## config.mk

```make
export PLATFORM = sky130hd
export DESIGN_NAME = fifo_with_promote_by_key_unit_flat
export DESIGN_NICKNAME = d
export VERILOG_FILES = /design/src/hdl/fpk_pkg.sv /design/src/hdl/fpk_stream_if.sv /design/src/hdl/fpk_ram.sv /design/src/hdl/fpk_datapath.sv /design/src/hdl/fpk_ctrl.sv /design/src/hdl/fifo_with_promote_by_key_unit.sv /design/src/flat_wrapper.sv
export SDC_FILE = /design/constraint.sdc
export NUM_CORES = 1
export LEC_CHECK = 0
export BUFFER_PORTS_ARGS = -buffer_cell sky130_fd_sc_hd__buf_2
export CORE_AREA = 2 2 39 41
export DETAILED_ROUTE_END_ITERATION = 10
export DIE_AREA = 0 0 41 43
export PLACE_DENSITY_LB_ADDON = 0.2
export SLEW_MARGIN = 15
export SYNTH_ARGS = -nofsm -noshare
export SYNTH_HDL_FRONTEND = slang
export SYNTH_SLANG_ARGS = --single-unit
export TNS_END_PERCENT = 30
```

## constraint.sdc

```tcl
create_clock -name clk -period 2.1 [get_ports clk]
set_clock_uncertainty 0.2 [all_clocks]
set_input_delay 0.42 -clock clk [delete_from_list [all_inputs] [get_ports clk]]
set_output_delay 0.42 -clock clk [all_outputs]
set_load 0.02 [all_outputs]
```

## src/hdl/fpk_pkg.sv

```systemverilog
`default_nettype none

package fpk_pkg;

	// Queue depth used when the top level is not told otherwise.
	localparam int DEPTH_DEFAULT = 16;

	// Field widths of the request and result items.
	localparam int KIND_W   = 2;
	localparam int CODE_W   = 16;
	localparam int STATUS_W = 2;
	localparam int COUNT_W  = 5;

	// Request kinds.
	localparam logic [KIND_W-1:0] KIND_PUSH    = 2'd0;
	localparam logic [KIND_W-1:0] KIND_POP     = 2'd1;
	localparam logic [KIND_W-1:0] KIND_PROMOTE = 2'd2;

	// Result status codes.
	localparam logic [STATUS_W-1:0] STATUS_OK        = 2'd0;
	localparam logic [STATUS_W-1:0] STATUS_EMPTY     = 2'd1;
	localparam logic [STATUS_W-1:0] STATUS_FULL      = 2'd2;
	localparam logic [STATUS_W-1:0] STATUS_NOT_FOUND = 2'd3;

	// One request item.
	typedef struct packed {
		logic [KIND_W-1:0] kind;
		logic [CODE_W-1:0] key_code;
	} req_t;

	// One result item.
	typedef struct packed {
		logic [STATUS_W-1:0] status;
		logic [CODE_W-1:0]   head_code;
		logic [COUNT_W-1:0]  match_count;
		logic [COUNT_W-1:0]  occupancy;
	} rsp_t;

	// Commands from the controller to the datapath.
	typedef struct packed {
		logic accept;
		logic pop_capture;
		logic pass;
		logic fill;
		logic load_out;
	} ctrl_cmd_t;

	// Status from the datapath to the controller.
	typedef struct packed {
		logic empty;
		logic pass_busy;
		logic mcnt_zero;
		logic fill_done;
		logic out_free;
	} ctrl_sts_t;

endpackage

`default_nettype wire

```

## src/hdl/fpk_stream_if.sv

```systemverilog
`default_nettype none

// Valid/ready channel carrying one item of type T.
interface fpk_stream_if #(parameter type T = logic) ();
	logic valid;
	logic ready;
	T     data;

	modport source (output valid, output data, input ready);
	modport sink (input valid, input data, output ready);
endinterface

`default_nettype wire

```

## src/hdl/fpk_ram.sv

```systemverilog
`default_nettype none

// Simple dual-port RAM: one write port, one read port with registered data.
module fpk_ram #(
	parameter int WIDTH = 16,
	parameter int DEPTH = 16
) (
	input  wire logic                     clk,
	input  wire logic                     we,
	input  wire logic [$clog2(DEPTH)-1:0] waddr,
	input  wire logic [WIDTH-1:0]         wdata,
	input  wire logic                     re,
	input  wire logic [$clog2(DEPTH)-1:0] raddr,
	output logic [WIDTH-1:0]              rdata
);

	logic [WIDTH-1:0] mem [DEPTH];

	// Write port.
	always_ff @(posedge clk) begin
		if (we) begin
			mem[waddr] <= wdata;
		end
	end

	// Registered read port.
	always_ff @(posedge clk) begin
		if (re) begin
			rdata <= mem[raddr];
		end
	end

endmodule

`default_nettype wire

```

## src/hdl/fpk_datapath.sv

```systemverilog
`default_nettype none

// Circular queue storage, pointers, promote pass and result register.
module fpk_datapath #(
	parameter int DEPTH = fpk_pkg::DEPTH_DEFAULT
) (
	input  wire logic               clk,
	input  wire logic               arst_n,
	input  wire fpk_pkg::req_t      req_data,
	input  wire fpk_pkg::ctrl_cmd_t cmd,
	output fpk_pkg::ctrl_sts_t      sts,
	input  wire logic               rsp_ready,
	output logic                    rsp_valid,
	output fpk_pkg::rsp_t           rsp_data
);

	localparam int AW = $clog2(DEPTH);
	localparam int CW = $clog2(DEPTH + 1);

	// Queue pointers and fill level.
	logic [AW-1:0] head_q;
	logic [AW-1:0] tail_q;
	logic [CW-1:0] count_q;

	// Promote pass state.
	logic [AW-1:0] rd_ptr_q;
	logic [AW-1:0] wr_ptr_q;
	logic [CW-1:0] rem_q;
	logic          rdv_s1;
	logic [CW-1:0] mcnt_q;
	logic [CW-1:0] fill_q;

	// Captured request and partial result.
	logic [fpk_pkg::KIND_W-1:0]   kind_q;
	logic [fpk_pkg::CODE_W-1:0]   key_q;
	logic [fpk_pkg::STATUS_W-1:0] status_q;
	logic [fpk_pkg::CODE_W-1:0]   head_code_q;

	// Output register.
	logic          rsp_valid_q;
	fpk_pkg::rsp_t rsp_data_q;

	// RAM port signals.
	logic                       ram_we;
	logic [AW-1:0]              ram_waddr;
	logic [fpk_pkg::CODE_W-1:0] ram_wdata;
	logic                       ram_re;
	logic [AW-1:0]              ram_raddr;
	logic [fpk_pkg::CODE_W-1:0] ram_rdata;

	logic is_empty;
	logic is_full;
	logic rd_match;
	logic rem_nz;

	function automatic logic [AW-1:0] ptr_inc(input logic [AW-1:0] p);
		return (p == AW'(DEPTH - 1)) ? '0 : p + AW'(1);
	endfunction

	function automatic logic [AW-1:0] ptr_dec(input logic [AW-1:0] p);
		return (p == '0) ? AW'(DEPTH - 1) : p - AW'(1);
	endfunction

	assign is_empty = (count_q == '0);
	assign is_full  = (count_q == CW'(DEPTH));
	assign rd_match = (ram_rdata == key_q);
	assign rem_nz   = (rem_q != '0);

	// RAM port selection: push at the tail, pop at the head, pass and refill
	// walking from the tail back toward the head.
	always_comb begin
		ram_we    = 1'b0;
		ram_waddr = wr_ptr_q;
		ram_wdata = key_q;
		ram_re    = 1'b0;
		ram_raddr = rd_ptr_q;
		if (cmd.accept) begin
			if (req_data.kind == fpk_pkg::KIND_PUSH && !is_full) begin
				ram_we    = 1'b1;
				ram_waddr = tail_q;
				ram_wdata = req_data.key_code;
			end
			if (req_data.kind == fpk_pkg::KIND_POP && !is_empty) begin
				ram_re    = 1'b1;
				ram_raddr = head_q;
			end
		end
		if (cmd.pass) begin
			ram_re    = rem_nz;
			ram_we    = rdv_s1 && !rd_match;
			ram_wdata = ram_rdata;
		end
		if (cmd.fill) begin
			ram_we = 1'b1;
		end
	end

	fpk_ram #(
		.WIDTH(fpk_pkg::CODE_W),
		.DEPTH(DEPTH)
	) u_ram (
		.clk  (clk),
		.we   (ram_we),
		.waddr(ram_waddr),
		.wdata(ram_wdata),
		.re   (ram_re),
		.raddr(ram_raddr),
		.rdata(ram_rdata)
	);

	// Control registers: pointers, counts and the output valid.
	always_ff @(posedge clk or negedge arst_n) begin
		if (!arst_n) begin
			head_q      <= '0;
			tail_q      <= '0;
			count_q     <= '0;
			rem_q       <= '0;
			rdv_s1      <= 1'b0;
			mcnt_q      <= '0;
			fill_q      <= '0;
			rsp_valid_q <= 1'b0;
		end else begin
			if (cmd.accept) begin
				mcnt_q <= '0;
				fill_q <= '0;
				rdv_s1 <= 1'b0;
				case (req_data.kind)
					fpk_pkg::KIND_PUSH: begin
						if (!is_full) begin
							tail_q  <= ptr_inc(tail_q);
							count_q <= count_q + CW'(1);
						end
					end
					fpk_pkg::KIND_POP: begin
						if (!is_empty) begin
							head_q  <= ptr_inc(head_q);
							count_q <= count_q - CW'(1);
						end
					end
					fpk_pkg::KIND_PROMOTE: begin
						rem_q <= count_q;
					end
					default: begin
					end
				endcase
			end
			if (cmd.pass) begin
				rdv_s1 <= rem_nz;
				if (rem_nz) begin
					rem_q <= rem_q - CW'(1);
				end
				if (rdv_s1 && rd_match) begin
					mcnt_q <= mcnt_q + CW'(1);
				end
			end
			if (cmd.fill) begin
				fill_q <= fill_q + CW'(1);
			end
			if (cmd.load_out) begin
				rsp_valid_q <= 1'b1;
			end else if (rsp_ready) begin
				rsp_valid_q <= 1'b0;
			end
		end
	end

	// Payload registers.
	always_ff @(posedge clk) begin
		if (cmd.accept) begin
			kind_q      <= req_data.kind;
			key_q       <= req_data.key_code;
			head_code_q <= '0;
			rd_ptr_q    <= ptr_dec(tail_q);
			wr_ptr_q    <= ptr_dec(tail_q);
			if (req_data.kind == fpk_pkg::KIND_PUSH && is_full) begin
				status_q <= fpk_pkg::STATUS_FULL;
			end else if (req_data.kind == fpk_pkg::KIND_POP && is_empty) begin
				status_q <= fpk_pkg::STATUS_EMPTY;
			end else begin
				status_q <= fpk_pkg::STATUS_OK;
			end
		end
		if (cmd.pop_capture) begin
			head_code_q <= ram_rdata;
		end
		if (cmd.pass) begin
			if (rem_nz) begin
				rd_ptr_q <= ptr_dec(rd_ptr_q);
			end
			if (rdv_s1 && !rd_match) begin
				wr_ptr_q <= ptr_dec(wr_ptr_q);
			end
		end
		if (cmd.fill) begin
			wr_ptr_q <= ptr_dec(wr_ptr_q);
		end
		if (cmd.load_out) begin
			rsp_data_q.status <= (kind_q == fpk_pkg::KIND_PROMOTE && mcnt_q == '0)
				? fpk_pkg::STATUS_NOT_FOUND : status_q;
			rsp_data_q.head_code   <= head_code_q;
			rsp_data_q.match_count <= fpk_pkg::COUNT_W'(mcnt_q);
			rsp_data_q.occupancy   <= fpk_pkg::COUNT_W'(count_q);
		end
	end

	// Status to the controller.
	assign sts.empty     = is_empty;
	assign sts.pass_busy = rem_nz || rdv_s1;
	assign sts.mcnt_zero = (mcnt_q == '0);
	assign sts.fill_done = (fill_q == mcnt_q);
	assign sts.out_free  = !rsp_valid_q || rsp_ready;

	assign rsp_valid = rsp_valid_q;
	assign rsp_data  = rsp_data_q;

endmodule

`default_nettype wire

```

## src/hdl/fpk_ctrl.sv

```systemverilog
`default_nettype none

// Sequencer: one request item at a time through decode, pop read or pass and refill, then result.
module fpk_ctrl (
	input  wire logic                       clk,
	input  wire logic                       arst_n,
	input  wire logic                       req_valid,
	input  wire logic [fpk_pkg::KIND_W-1:0] req_kind,
	output logic                            req_ready,
	input  wire fpk_pkg::ctrl_sts_t         sts,
	output fpk_pkg::ctrl_cmd_t              cmd
);

	localparam logic [2:0] ST_IDLE    = 3'd0;
	localparam logic [2:0] ST_POP_RD  = 3'd1;
	localparam logic [2:0] ST_PR_RUN  = 3'd2;
	localparam logic [2:0] ST_PR_FILL = 3'd3;
	localparam logic [2:0] ST_DONE    = 3'd4;

	logic [2:0] state_q;
	logic [2:0] state_d;

	// Next state and commands.
	always_comb begin
		state_d   = state_q;
		cmd       = '0;
		req_ready = 1'b0;
		case (state_q)
			ST_IDLE: begin
				req_ready = 1'b1;
				if (req_valid) begin
					cmd.accept = 1'b1;
					case (req_kind)
						fpk_pkg::KIND_POP:     state_d = sts.empty ? ST_DONE : ST_POP_RD;
						fpk_pkg::KIND_PROMOTE: state_d = sts.empty ? ST_DONE : ST_PR_RUN;
						default:               state_d = ST_DONE;
					endcase
				end
			end
			ST_POP_RD: begin
				cmd.pop_capture = 1'b1;
				state_d         = ST_DONE;
			end
			ST_PR_RUN: begin
				cmd.pass = 1'b1;
				if (!sts.pass_busy) begin
					state_d = sts.mcnt_zero ? ST_DONE : ST_PR_FILL;
				end
			end
			ST_PR_FILL: begin
				if (sts.fill_done) begin
					state_d = ST_DONE;
				end else begin
					cmd.fill = 1'b1;
				end
			end
			ST_DONE: begin
				if (sts.out_free) begin
					cmd.load_out = 1'b1;
					state_d      = ST_IDLE;
				end
			end
			default: begin
				state_d = ST_IDLE;
			end
		endcase
	end

	// State register.
	always_ff @(posedge clk or negedge arst_n) begin
		if (!arst_n) begin
			state_q <= ST_IDLE;
		end else begin
			state_q <= state_d;
		end
	end

endmodule

`default_nettype wire

```

## src/hdl/fifo_with_promote_by_key_unit.sv

```systemverilog
// Bounded queue of 16-bit codes with push, pop and promote-by-key requests.
// Requests arrive on req (kind, key_code); every request gives exactly one
// result item on rsp (status, head_code, match_count, occupancy).
// Both channels use valid/ready; an item moves when both are high.
// Entries live in a circular buffer in a RAM with one write and one
// registered read port, addressed by head and tail pointers.
// Promote walks the stored entries from tail to head, one RAM read a cycle,
// compacting the non-matching ones toward the tail, then writes the key into
// the freed front slots through the single write port.
// One request is in flight at a time; req.ready is high only while idle, so
// a new request is taken only after the one before has loaded its result.
// The next request may be taken while an earlier result still waits in the
// output register. If the receiver stalls rsp, the result holds and the block
// stops before presenting the following one.
// Reset empties the queue at once; the RAM contents are not cleared.
`default_nettype none

module fifo_with_promote_by_key_unit #(
	parameter int DEPTH = fpk_pkg::DEPTH_DEFAULT
) (
	input wire logic clk,
	input wire logic arst_n,
	fpk_stream_if.sink   req,
	fpk_stream_if.source rsp
);

	fpk_pkg::ctrl_cmd_t cmd;
	fpk_pkg::ctrl_sts_t sts;
	fpk_pkg::req_t      req_data;
	fpk_pkg::rsp_t      rsp_data;
	logic               req_ready;
	logic               rsp_valid;

	assign req_data  = req.data;
	assign req.ready = req_ready;
	assign rsp.valid = rsp_valid;
	assign rsp.data  = rsp_data;

	// Controller.
	fpk_ctrl u_ctrl (
		.clk      (clk),
		.arst_n   (arst_n),
		.req_valid(req.valid),
		.req_kind (req_data.kind),
		.req_ready(req_ready),
		.sts      (sts),
		.cmd      (cmd)
	);

	// Datapath with the queue RAM.
	fpk_datapath #(
		.DEPTH(DEPTH)
	) u_datapath (
		.clk      (clk),
		.arst_n   (arst_n),
		.req_data (req_data),
		.cmd      (cmd),
		.sts      (sts),
		.rsp_ready(rsp.ready),
		.rsp_valid(rsp_valid),
		.rsp_data (rsp_data)
	);

	// Only one request is in flight: an accept is never followed directly by another.
	assert property (@(posedge clk) disable iff (!arst_n)
		(req.valid && req_ready) |=> !req_ready)
	else $error("request accepted while another is in flight");

	// A new result never overwrites one the receiver has not taken.
	assert property (@(posedge clk) disable iff (!arst_n)
		cmd.load_out |-> (!rsp_valid || rsp.ready))
	else $error("result register overwritten");

	// Empty and full results carry no head code and no match count.
	assert property (@(posedge clk) disable iff (!arst_n)
		(rsp_valid && (rsp_data.status == fpk_pkg::STATUS_EMPTY
			|| rsp_data.status == fpk_pkg::STATUS_FULL))
		|-> (rsp_data.head_code == '0 && rsp_data.match_count == '0))
	else $error("error result carries data");

	// A request is never accepted in the same cycle as a result load.
	assert property (@(posedge clk) disable iff (!arst_n)
		cmd.accept |-> !cmd.load_out)
	else $error("accept and result load in one cycle");

endmodule

`default_nettype wire
```

## src/flat_wrapper.sv

```systemverilog
// flat-port wrapper written by rule: the top's interface ports become plain ports
module fifo_with_promote_by_key_unit_flat 
#(
	parameter int DEPTH = fpk_pkg::DEPTH_DEFAULT
)
  (clk, arst_n, req_valid, req_data, req_ready, rsp_valid, rsp_data, rsp_ready);
  fpk_stream_if req_i ();
  fpk_stream_if rsp_i ();
  input wire logic clk;
  input wire logic arst_n;
  input wire logic [$bits(req_i.valid)-1:0] req_valid;
  input wire logic [$bits(req_i.data)-1:0] req_data;
  output wire logic [$bits(req_i.ready)-1:0] req_ready;
  output wire logic [$bits(rsp_i.valid)-1:0] rsp_valid;
  output wire logic [$bits(rsp_i.data)-1:0] rsp_data;
  input wire logic [$bits(rsp_i.ready)-1:0] rsp_ready;
  assign req_i.valid = req_valid;
  assign req_i.data = req_data;
  assign req_ready = req_i.ready;
  assign rsp_valid = rsp_i.valid;
  assign rsp_data = rsp_i.data;
  assign rsp_i.ready = rsp_ready;
  fifo_with_promote_by_key_unit #(.DEPTH(DEPTH)) u_core (.clk(clk), .arst_n(arst_n), .req(req_i), .rsp(rsp_i));
endmodule
```

==> results.json, run 1 <==
{
  "final_cell_count_no_fill": 57,
  "syn_area_um2": 392.9,
  "synth_top_cell_by_area": "dfrtp_1",
  "grt_pass1_vias": 270,
  "worst-setup-path-type": "reg -> reg",
  "pin_count": 8,
  "wl_per_cell_um": 11.12,
  "hold_class": "in -> reg",
  "finalCritPeriodShare_pct": 75.94,
  "synth_top_area_share_pct": 44.59,
  "syn_inst": 31,
  "post_cts.repair.setup_buffers": 0,
  "multi_input_area_um2": 165.2,
  "grt_usage_pct": 10.83,
  "worst_path_largest_cell_delay_ns": 0.39,
  "viasPerCell": 4.474,
  "crit_family": "flip-flops",
  "post-place-ws_ns": 0.4954,
  "clkTransAtPathRegs_ns": 0.06,
  "design.die.area_um2": 1763,
  "slew_headroom_pct": 85.56,
  "antennaDiodeCount": 0,
  "wirelength_um": 634,
  "finalHoldViolCount": 0,
  "critPathMaxFanout": 4,
  "ys_ff_latch": 8,
  "max_cap_violations": 0,
  "port_buffers": 6,
  "synth.net_count": 38,
  "finish.utilization_pct": 34.36,
  "cp-end-kind": "flop",
  "r2r_end": "u_core.u_datapath.count_q[1]$_DFFE_PN0P_",
  "setup_slack_ns": 0.5053,
  "ys_warn_count": 0,
  "antenna_found_initial": 0,
  "synth_area_leaders": "dfrtp_1 45%, edfxtp_1 7.6%, a41oi_4 7.0%",
  "whs_path_depth": 3,
  "core-area_um2": 1384,
  "reg2reg_depth": 4,
  "tightest_slew_ns": 0.2159,
  "grt_overflow": 0,
  "clkLatencyLatePin_ns": 0.26,
  "dp_cells": 52,
  "clockBufferDepth": 2,
  "hp-start": "req_valid",
  "layout_common_cells": "7 x dfrtp_1, 6 x buf_2, 4 x inv_1, 3 x xnor2_1, 3 x clkbuf_4",
  "ant_nets": 0,
  "cp_num_buf_inv": 1,
  "synth_cell_types": 18,
  "initialDrtViolationCount": 0,
  "setup_violations": 0,
  "ir_drop_uv": 461.3,
  "place_congestion": 0.6513,
  "cts_tree": "yes",
  "worstPathRequired_ns": 2.05,
  "num_vias": 255,
  "cp.arrival_ns": 1.54,
  "outcome": "complete, no violations",
  "cts_htree_levels": 1,
  "cts.sinks": 8,
  "cp-start-kind": "flop",
  "grt_pass1_wl_um": 1131,
  "numCtsBuffers": 3,
  "min_to": "u_core.u_ctrl.state_q[2]$_DFFE_PN0P_",
  "r2r_slack_ns": 0.51,
  "leakage_nw": 0.2195,
  "path_cells": "inv_1, ha_1, a41oi_4, mux2_4",
  "min_period_ns": 1.595,
  "rsz0062_at_grt": "no",
  "ys_seq_area_share_pct": 52.23,
  "drtPass1Iterations": 1,
  "drive_gt1_share_pct": 39.02,
  "fp.dieW_um": 41,
  "grt_max_degree": 8,
  "root_buffer": "clkbuf_4",
  "setup_tns_ns": 0,
  "crit_path_top_delay_cell": "dfrtp_1",
  "p_per_area_nw_per_um2": 1302,
  "rows": 14,
  "final_nets": 49,
  "drc": 0,
  "n_fill_cell": 142,
  "drv_slew": 0,
  "fmax_mhz": 627.1,
  "area_growth_pct": 21.02,
  "die_y_um": 43,
  "initial_core_util_pct": 28.39,
  "syn_area_per_cell_um2": 12.67,
  "regToRegStartpoint": "u_core.u_datapath.count_q[0]$_DFFE_PN0P_",
  "final_common_cell": "dfrtp_1",
  "regArea_um2": 205.2
}
-- worst register-to-register path: stages, from the launching register on --
cell,delay (ns)
dfrtp_1,0.39
inv_1,0.09
ha_1,0.23
a41oi_4,0.27
mux2_4,0.32
-- state kept, by name (all words and copies together), names as in the netlist --
signal	cells
u_core.u_ctrl.state_q	1
u_core.u_datapath.rsp_valid	1
u_core.u_datapath.rsp_data	1
u_core.u_datapath.count_q	5
-- per-stage QoR --
step / power [mW] / cell area (um^2) / hold slack, ns
after floorplan: 0.4412 / 392.9 / -0.07559
after global placement: 0.4811 / 439.2 / 0.06158
after detailed placement: 0.4932 / 439.2 / 0.06736
after CTS: 0.6288 / 475.5 / 0.2286
after global routing: 0.6691 / 475.5 / 0.2376
final: 0.6191 / 475.5 / 0.2305
-- cell families (layout without fill, tap and decap cells) --
logic type / Yosys count / count (layout) / synth area share [%]
multiplexers: 1 / 1 / 3.821
AND/OR/NAND/NOR: 7 / 7 / 13.38
AO/OA/AOI/OAI: 4 / 4 / 11.78
XOR/XNOR: 3 / 3 / 6.689
adder cells (fa/ha/maj): 2 / 2 / 6.368
buffers and inverters: 6 / 16 / 5.730
flip-flops: 8 / 8 / 52.23
-- final cells by class --
cell class,instances,area share (%)
clock buffers,4,5.526
inverters,5,3.947
multi-input cells,17,34.74
flip-flops and latches,8,43.16
well taps,16,4.211
repair buffers,7,8.421
-- cell usage after synthesis --
master / number
o21ai_0: 1
a31o_2: 1
clkbuf_1: 1
dfrtp_1: 7
a41oi_4: 1
xnor2_1: 3
nand2b_4: 1
a21oi_1: 1
mux2_4: 1
ha_1: 2
edfxtp_1: 1
inv_2: 1
nand4_1: 2
and2_2: 1
and2b_2: 1
inv_1: 4
nand2_1: 1
nand2b_1: 1
-- report_power, final --
| part | internal [mW] | leakage, nW | switching [mW] |
|---|---|---|---|
| Sequential | 0.222 | 0.0930 | 0.0571 |
| Combinational | 0.105 | 0.112 | 0.104 |
| Clock | 0.0730 | 0.0150 | 0.0577 |
| Total | 0.400 | 0.220 | 0.219 |
-- how the worst max path moves through the flow --
stage / from / to / cells past startpoint
6_report: u_core.u_datapath.count_q[0]$_DFFE_PN0P_ / u_core.u_datapath.count_q[1]$_DFFE_PN0P_ / 4
5_1_grt: u_core.u_datapath.count_q[0]$_DFFE_PN0P_ / u_core.u_datapath.count_q[1]$_DFFE_PN0P_ / 4
4_1_cts: u_core.u_datapath.count_q[0]$_DFFE_PN0P_ / u_core.u_datapath.count_q[1]$_DFFE_PN0P_ / 4
3_5_place_dp: u_core.u_datapath.count_q[0]$_DFFE_PN0P_ / u_core.u_datapath.count_q[1]$_DFFE_PN0P_ / 4
3_3_place_gp: u_core.u_datapath.count_q[0]$_DFFE_PN0P_ / u_core.u_datapath.count_q[1]$_DFFE_PN0P_ / 4
2_1_floorplan: u_core.u_datapath.count_q[0]$_DFFE_PN0P_ / u_core.u_datapath.count_q[1]$_DFFE_PN0P_ / 4
-- layer usage --
layer / up-vias / GRT usage, % / routed length, um
met5: - / 0 / 0
met4: 0 / 14.00 / 33
met3: 4 / 4.712 / 23
met2: 5 / 13.13 / 293
met1: 125 / 11.55 / 283
li1: 121 / - / -
-- repair_timing --
item / in CTS / in global routing
hold buffers: 1 / 0
hold endpoints to repair: 7 / 0
resized for setup: 0 / 0
Power figures use the tool's default switching activity.
==> inputs of run 2 (changes only) <==
Clock period 2.1 ns to 1.5 ns, I/O delays scaled along.
==> run 2 against run 1 <==
Against the previous run:
- sequential share of layout area decreased by 2.6 points
- hold slack lost 0.096 ns
- global-route usage rose by 0.44 points
- flip-flop and latch count did not move
- wire length rose by 14%
- critical path depth unchanged
- clock power up 37%
- largest cell class unchanged
- highest routed layer is now met3
==> results.json, run 2 (synthesis results as in run 1) <==
{
  "outcome": "complete, no violations",
  "post_cts.repair.setup_buffers": 0,
  "final_nets": 53,
  "layout_common_cells": "7 x dfrtp_1, 6 x buf_2, 4 x inv_1, 4 x buf_4",
  "area_growth_pct": 28.66,
  "ir_drop_uv": 744.6,
  "port_buffers": 6,
  "fmax_mhz": 689.4,
  "num_vias": 254,
  "final_common_cell": "dfrtp_1",
  "antennaDiodeCount": 0,
  "viasPerCell": 4.164,
  "crit_path_top_delay_cell": "dfrtp_1",
  "rsz0062_at_grt": "no",
  "finalHoldViolCount": 0,
  "largest_reg_flops": 5,
  "leakage_nw": 0.2390,
  "grt_overflow": 0,
  "cp-start-kind": "flop",
  "p_switching_mw": 0.3228,
  "p_per_area_nw_per_um2": 1849,
  "combPwrFrac_pct": 41.1,
  "cts-resized-gates": 0,
  "cts.sinks": 8,
  "min_period_ns": 1.451,
  "antenna_found_initial": 0,
  "clockBufferDepth": 2,
  "cp-end-kind": "flop",
  "multi_input_area_um2": 165.2,
  "p_clk_share_pct": 19.2,
  "drc": 0,
  "setup_tns_ns": 0,
  "initialDrtViolationCount": 2,
  "drv_slew": 0,
  "cp_num_buf_inv": 1,
  "grt_usage_pct": 11.27,
  "rows": 14,
  "place_hpwl_um": 579.8,
  "top_register": "u_core.u_datapath.count_q",
  "design.die.area_um2": 1763,
  "root_buffer": "clkbuf_4",
  "max_cap_violations": 0,
  "power_frac_seq_pct": 39.6,
  "core-area_um2": 1384,
  "finalCritPeriodShare_pct": 96.71,
  "p_int_mw": 0.6121,
  "drive_gt1_share_pct": 44.44,
  "cts_tree": "yes",
  "initial_core_util_pct": 28.39,
  "clkTransAtPathRegs_ns": 0.06,
  "worstPathRequired_ns": 1.44,
  "fp.dieW_um": 41,
  "n_fill_cell": 135,
  "cp.arrival_ns": 1.39,
  "drtPass1Iterations": 2,
  "grt_pass1_wl_um": 1304,
  "p_sw_share_pct": 34.53,
  "finalPower_mw": 0.9349,
  "tightest_slew_ns": 0.2182,
  "pin_count": 8,
  "regArea_um2": 205.2,
  "crit_family": "flip-flops",
  "slew_headroom_pct": 85.41,
  "die_y_um": 43,
  "wirelength_um": 723,
  "path_cells": "inv_1, ha_1, a41oi_4, mux2_4",
  "worst_path_largest_cell_delay_ns": 0.34,
  "grt_pass1_vias": 317,
  "worst-setup-path-type": "reg -> reg",
  "setup_violations": 0,
  "hold_class": "in -> reg",
  "clkLatencyLatePin_ns": 0.25,
  "critPathMaxFanout": 3,
  "place_congestion": 0.6652,
  "cts_htree_levels": 1,
  "wl_per_cell_um": 11.85,
  "grt_max_degree": 8,
  "ant_nets": 0,
  "numCtsBuffers": 3
}
-- run 2: metal layers --
layer  track usage, %  part of all wire (%)  vias to the layer above
met1            12.00                    43                      120
li1                 -                     -                      131
met3            3.141                   4.0                        0
met2            18.75                    53                        3
met4            6.000                     0                        0
met5                0                     0                        -
-- run 2: metrics by stage --
stage	instance area, um^2	util (%)	instances	setup slack (ns)	hold slack, ns
2_1_floorplan	392.9	-	31	0.05259	-0.1956
3_3_place_gp	469.2	33.91	56	0.07072	-0.06081
3_5_place_dp	469.2	33.91	56	0.06111	-0.05483
4_1_cts	505.5	36.53	61	0.04427	0.1388
5_1_grt	505.5	36.53	61	0.008473	0.1413
6_report	505.5	36.53	61	0.04936	0.1340
-- run 2: power groups by stage --
stage	Combinational (mW)	Clock (mW)	Sequential [mW]
after floorplan	0.226	0	0.392
after global placement	0.362	0	0.373
after detailed placement	0.384	0	0.375
after CTS	0.392	0.185	0.371
after global routing	0.432	0.203	0.387
final	0.385	0.180	0.371
-- run 2: area by class of cell --
cell class | count | share of cell area (%)
clock buffers | 4 | 5.198
inverters | 5 | 3.713
multi-input cells | 17 | 32.67
flip-flops and latches | 8 | 40.59
well taps | 16 | 3.960
repair buffers | 11 | 13.86
-- run 2: final timing paths --
path                                                           from                                        to  slack [ns]  depth (start not counted)
setup / recovery           u_core.u_datapath.count_q[0]$_DFFE_PN0P_  u_core.u_datapath.count_q[1]$_DFFE_PN0P_        0.05                          4
hold / removal                                            req_valid      u_core.u_ctrl.state_q[2]$_DFFE_PN0P_        0.13                          3
setup reg to reg           u_core.u_datapath.count_q[0]$_DFFE_PN0P_  u_core.u_datapath.count_q[1]$_DFFE_PN0P_        0.05                          4
hold reg to reg            u_core.u_datapath.count_q[3]$_DFFE_PN0P_  u_core.u_datapath.count_q[3]$_DFFE_PN0P_        0.32                          1
max in group asynchronous                                    arst_n  u_core.u_datapath.count_q[4]$_DFFE_PN0P_        0.73                          2
min in group asynchronous                                    arst_n   u_core.u_datapath.rsp_valid$_DFFE_PN0P_        0.21                          2
-- run 2: worst reg2reg max path: cells and delay by family, from the launching register on --
kind                     cells  cell delay [ns]
buffers and inverters        1             0.06
flip-flops                   1             0.34
multiplexers                 1             0.32
adder cells (fa/ha/maj)      1             0.22
AO/OA/AOI/OAI                1             0.19
-- run 2: repair_timing --
action                                  4_1_cts  5_1_grt
hold endpoints to repair                      7        0
endpoints found under the setup margin        0        0
hold buffers                                  1        0
==> inputs of run 3 (changes only) <==
Settings changed: ABC_AREA set to 1.
==> run 3 against run 2 <==
Against the previous run:
- via count up 46%
- synthesized area rose by 15%
- flip-flop and latch count is the same
- die area unchanged
- clock-buffer cell count unchanged
- maximum frequency rose by 5.7%
- clock power hardly changed
- critical path depth up 3
- worst setup slack better by 0.079 ns
- register-to-register slack improved by 0.08 ns
- first-iteration DRC count grew to 4.5 times the previous value
- critical path type unchanged
- largest cell class unchanged
- highest routed layer is now met4
==> results.json, run 3 <==
{
  "reg2reg_depth": 7,
  "worst-setup-path-type": "reg -> reg",
  "min_period_ns": 1.372,
  "synthFlopType": "dfrtp_1",
  "cts_htree_levels": 1,
  "wl_per_cell_um": 9.667,
  "grt_pass1_wl_um": 1476,
  "async_reset_ff_share_pct": 87.50,
  "critPathMostFrequentCell": "nand2_1",
  "area_growth_pct": 18.28,
  "die_y_um": 43,
  "critPathMaxFanout": 5,
  "cts_tree": "yes",
  "ys_warn_count": 0,
  "finalHoldViolCount": 0,
  "synth.most_common_cell": "nand2_1",
  "worstPathRequired_ns": 1.50,
  "place_hpwl_um": 592.5,
  "cp-end-kind": "flop",
  "regToRegStartpoint": "u_core.u_datapath.count_q[1]$_DFFE_PN0P_",
  "finalCritPeriodShare_pct": 91.46,
  "core-area_um2": 1384,
  "tightest_slew_ns": 0.3001,
  "clkLatencyLatePin_ns": 0.26,
  "synth.net_count": 64,
  "viasPerCell": 4.417,
  "setup_tns_ns": 0,
  "synth_area_leaders": "dfrtp_1 39%, nand2_1 19%, edfxtp_1 6.6%",
  "largest_reg_flops": 5,
  "drtPass1Iterations": 3,
  "drc": 0,
  "cp.arrival_ns": 1.37,
  "numCtsBuffers": 3,
  "top_register": "u_core.u_datapath.count_q",
  "initialDrtViolationCount": 9,
  "place_area_um2": 498.0,
  "synth_top_cell_by_area": "dfrtp_1",
  "drv_slew": 0,
  "ys_seq_area_share_pct": 45.43,
  "antenna_found_initial": 0,
  "pin_count": 8,
  "n_fill_cell": 153,
  "fp.dieW_um": 41,
  "worst_path_largest_cell_delay_ns": 0.42,
  "final_common_cell": "nand2_1",
  "wirelength_um": 812,
  "synth_top_area_share_pct": 38.78,
  "port_buffers": 6,
  "synth_edf_count": 1,
  "initial_core_util_pct": 32.64,
  "grt_max_degree": 9,
  "place_congestion": 0.7309,
  "syn_area_um2": 451.7,
  "finish.utilization_pct": 38.61,
  "slew_headroom_pct": 79.99,
  "grt_overflow": 0,
  "setup_violations": 0,
  "drive_gt1_share_pct": 25.00,
  "design.die.area_um2": 1763,
  "root_buffer": "clkbuf_4",
  "ir_drop_uv": 902.7,
  "ys_ff_latch": 8,
  "clockBufferDepth": 2,
  "synth_cell_types": 13,
  "layout_common_cells": "23 x nand2_1, 7 x dfrtp_1, 6 x inv_1, 6 x buf_2, 5 x nand3_1",
  "cts.sinks": 8,
  "fin_area_um2": 534.3,
  "num_vias": 371,
  "antennaDiodeCount": 0,
  "clkTransAtPathRegs_ns": 0.06,
  "cp-start-kind": "flop",
  "syn_inst": 57,
  "post_cts.repair.setup_buffers": 0,
  "path_cells": "inv_1, ha_1, nand2_1, inv_2, a21oi_1, nand2_1, nand2_1",
  "p_per_area_nw_per_um2": 1735,
  "hp-start": "rsp_ready",
  "syn_area_per_cell_um2": 7.924,
  "crit_path_top_delay_cell": "dfrtp_1",
  "fmax_mhz": 728.9,
  "hold_class": "in -> reg",
  "outcome": "complete, no violations",
  "ant_nets": 0,
  "synth_commonest_cells": "23 x nand2_1, 7 x dfrtp_1, 6 x inv_1, 5 x nand3_1, 4 x inv_2",
  "whs_path_depth": 4,
  "grt_pass1_vias": 345,
  "leakage_nw": 0.2934,
  "rsz0062_at_grt": "no",
  "max_cap_violations": 0,
  "grt_usage_pct": 13.21,
  "final_nets": 76,
  "rows": 14,
  "setup.worst_path.start": "u_core.u_datapath.count_q[1]$_DFFE_PN0P_"
}
==> run 3: changes by cell type in the layout (fill, tap and decap cells not counted), moves of 2 or more <==
cell,change
inv_1,+2
nand2_1,+22
xnor2_1,-3
inv_2,+3
buf_4,-3
nand3_1,+5
nand2_4,+2
==> run 3: logic make-up (layout without fill, tap and decap cells) <==
logic type	count (synthesis)	after routing	share of synthesized area (%)
and+or+nand+nor	33	33	34.90
DFF	8	8	45.43
AOI/OAI and AO/OA	3	3	3.323
adders and majority gates	2	2	5.539
buffers and inverters	11	22	10.80
==> run 3: layout make-up <==
| type | instances | area (um^2) | share of cell area, % |
|---|---|---|---|
| multi-input combinational | 38 | 197.7 | 37.00 |
| timing repair buffer | 8 | 47.55 | 8.899 |
| tap | 16 | 20.02 | 3.747 |
| inverter | 10 | 37.54 | 7.026 |
| clock buffer | 4 | 26.28 | 4.918 |
| sequential | 8 | 205.2 | 38.41 |
==> run 3: path summary, 6_finish.rpt <==
path	end	slack, ns
max reg2reg	u_core.u_datapath.count_q[3]$_DFFE_PN0P_	0.13
max	u_core.u_datapath.count_q[3]$_DFFE_PN0P_	0.13
max in group asynchronous	u_core.u_datapath.count_q[0]$_DFFE_PN0P_	0.72
min	u_core.u_datapath.rsp_valid$_DFFE_PN0P_	0.11
min reg2reg	u_core.u_datapath.rsp_valid$_DFFE_PN0P_	0.27
min in group asynchronous	u_core.u_datapath.count_q[2]$_DFFE_PN0P_	0.21
==> run 3: stage by stage <==
stage	power (mW)	hold WS [ns]	cells	setup WS [ns]
floorplan	0.6767	-0.1956	57	0.2236
global placement	0.7415	-0.05738	79	0.1578
detailed placement	0.7496	-0.05965	79	0.1208
CTS	0.9409	0.1020	84	0.09930
global route	1.033	0.1407	84	0.04350
finish	0.9269	0.1056	84	0.1281
==> run 3: repair_timing <==
action	CTS	global route
resized for setup	0	0
endpoints found under the hold margin	7	0
hold buffers	1	0
==> run 3: layer usage <==
layer | share of wire (%) | GRT usage [%]
met3 | 3.3 | 4.712
met1 | 46 | 16.39
met2 | 49 | 18.75
met5 | 0 | 0
met4 | 2.0 | 8.000
==> run 3: critical path: cells and delay by family (launching register included) <==
family                     cells  cell delay [ns]
AOI/OAI and AO/OA              1             0.19
adders and majority gates      1             0.18
buffers and inverters          2             0.12
DFF                            1             0.42
and+or+nand+nor                3             0.21
==> run 3: power breakdown <==
group / internal [mW] / switching [mW] / leakage (nW)
clock network: 0.102 / 0.0789 / 0.0150
registers: 0.302 / 0.111 / 0.0977
logic: 0.141 / 0.193 / 0.181
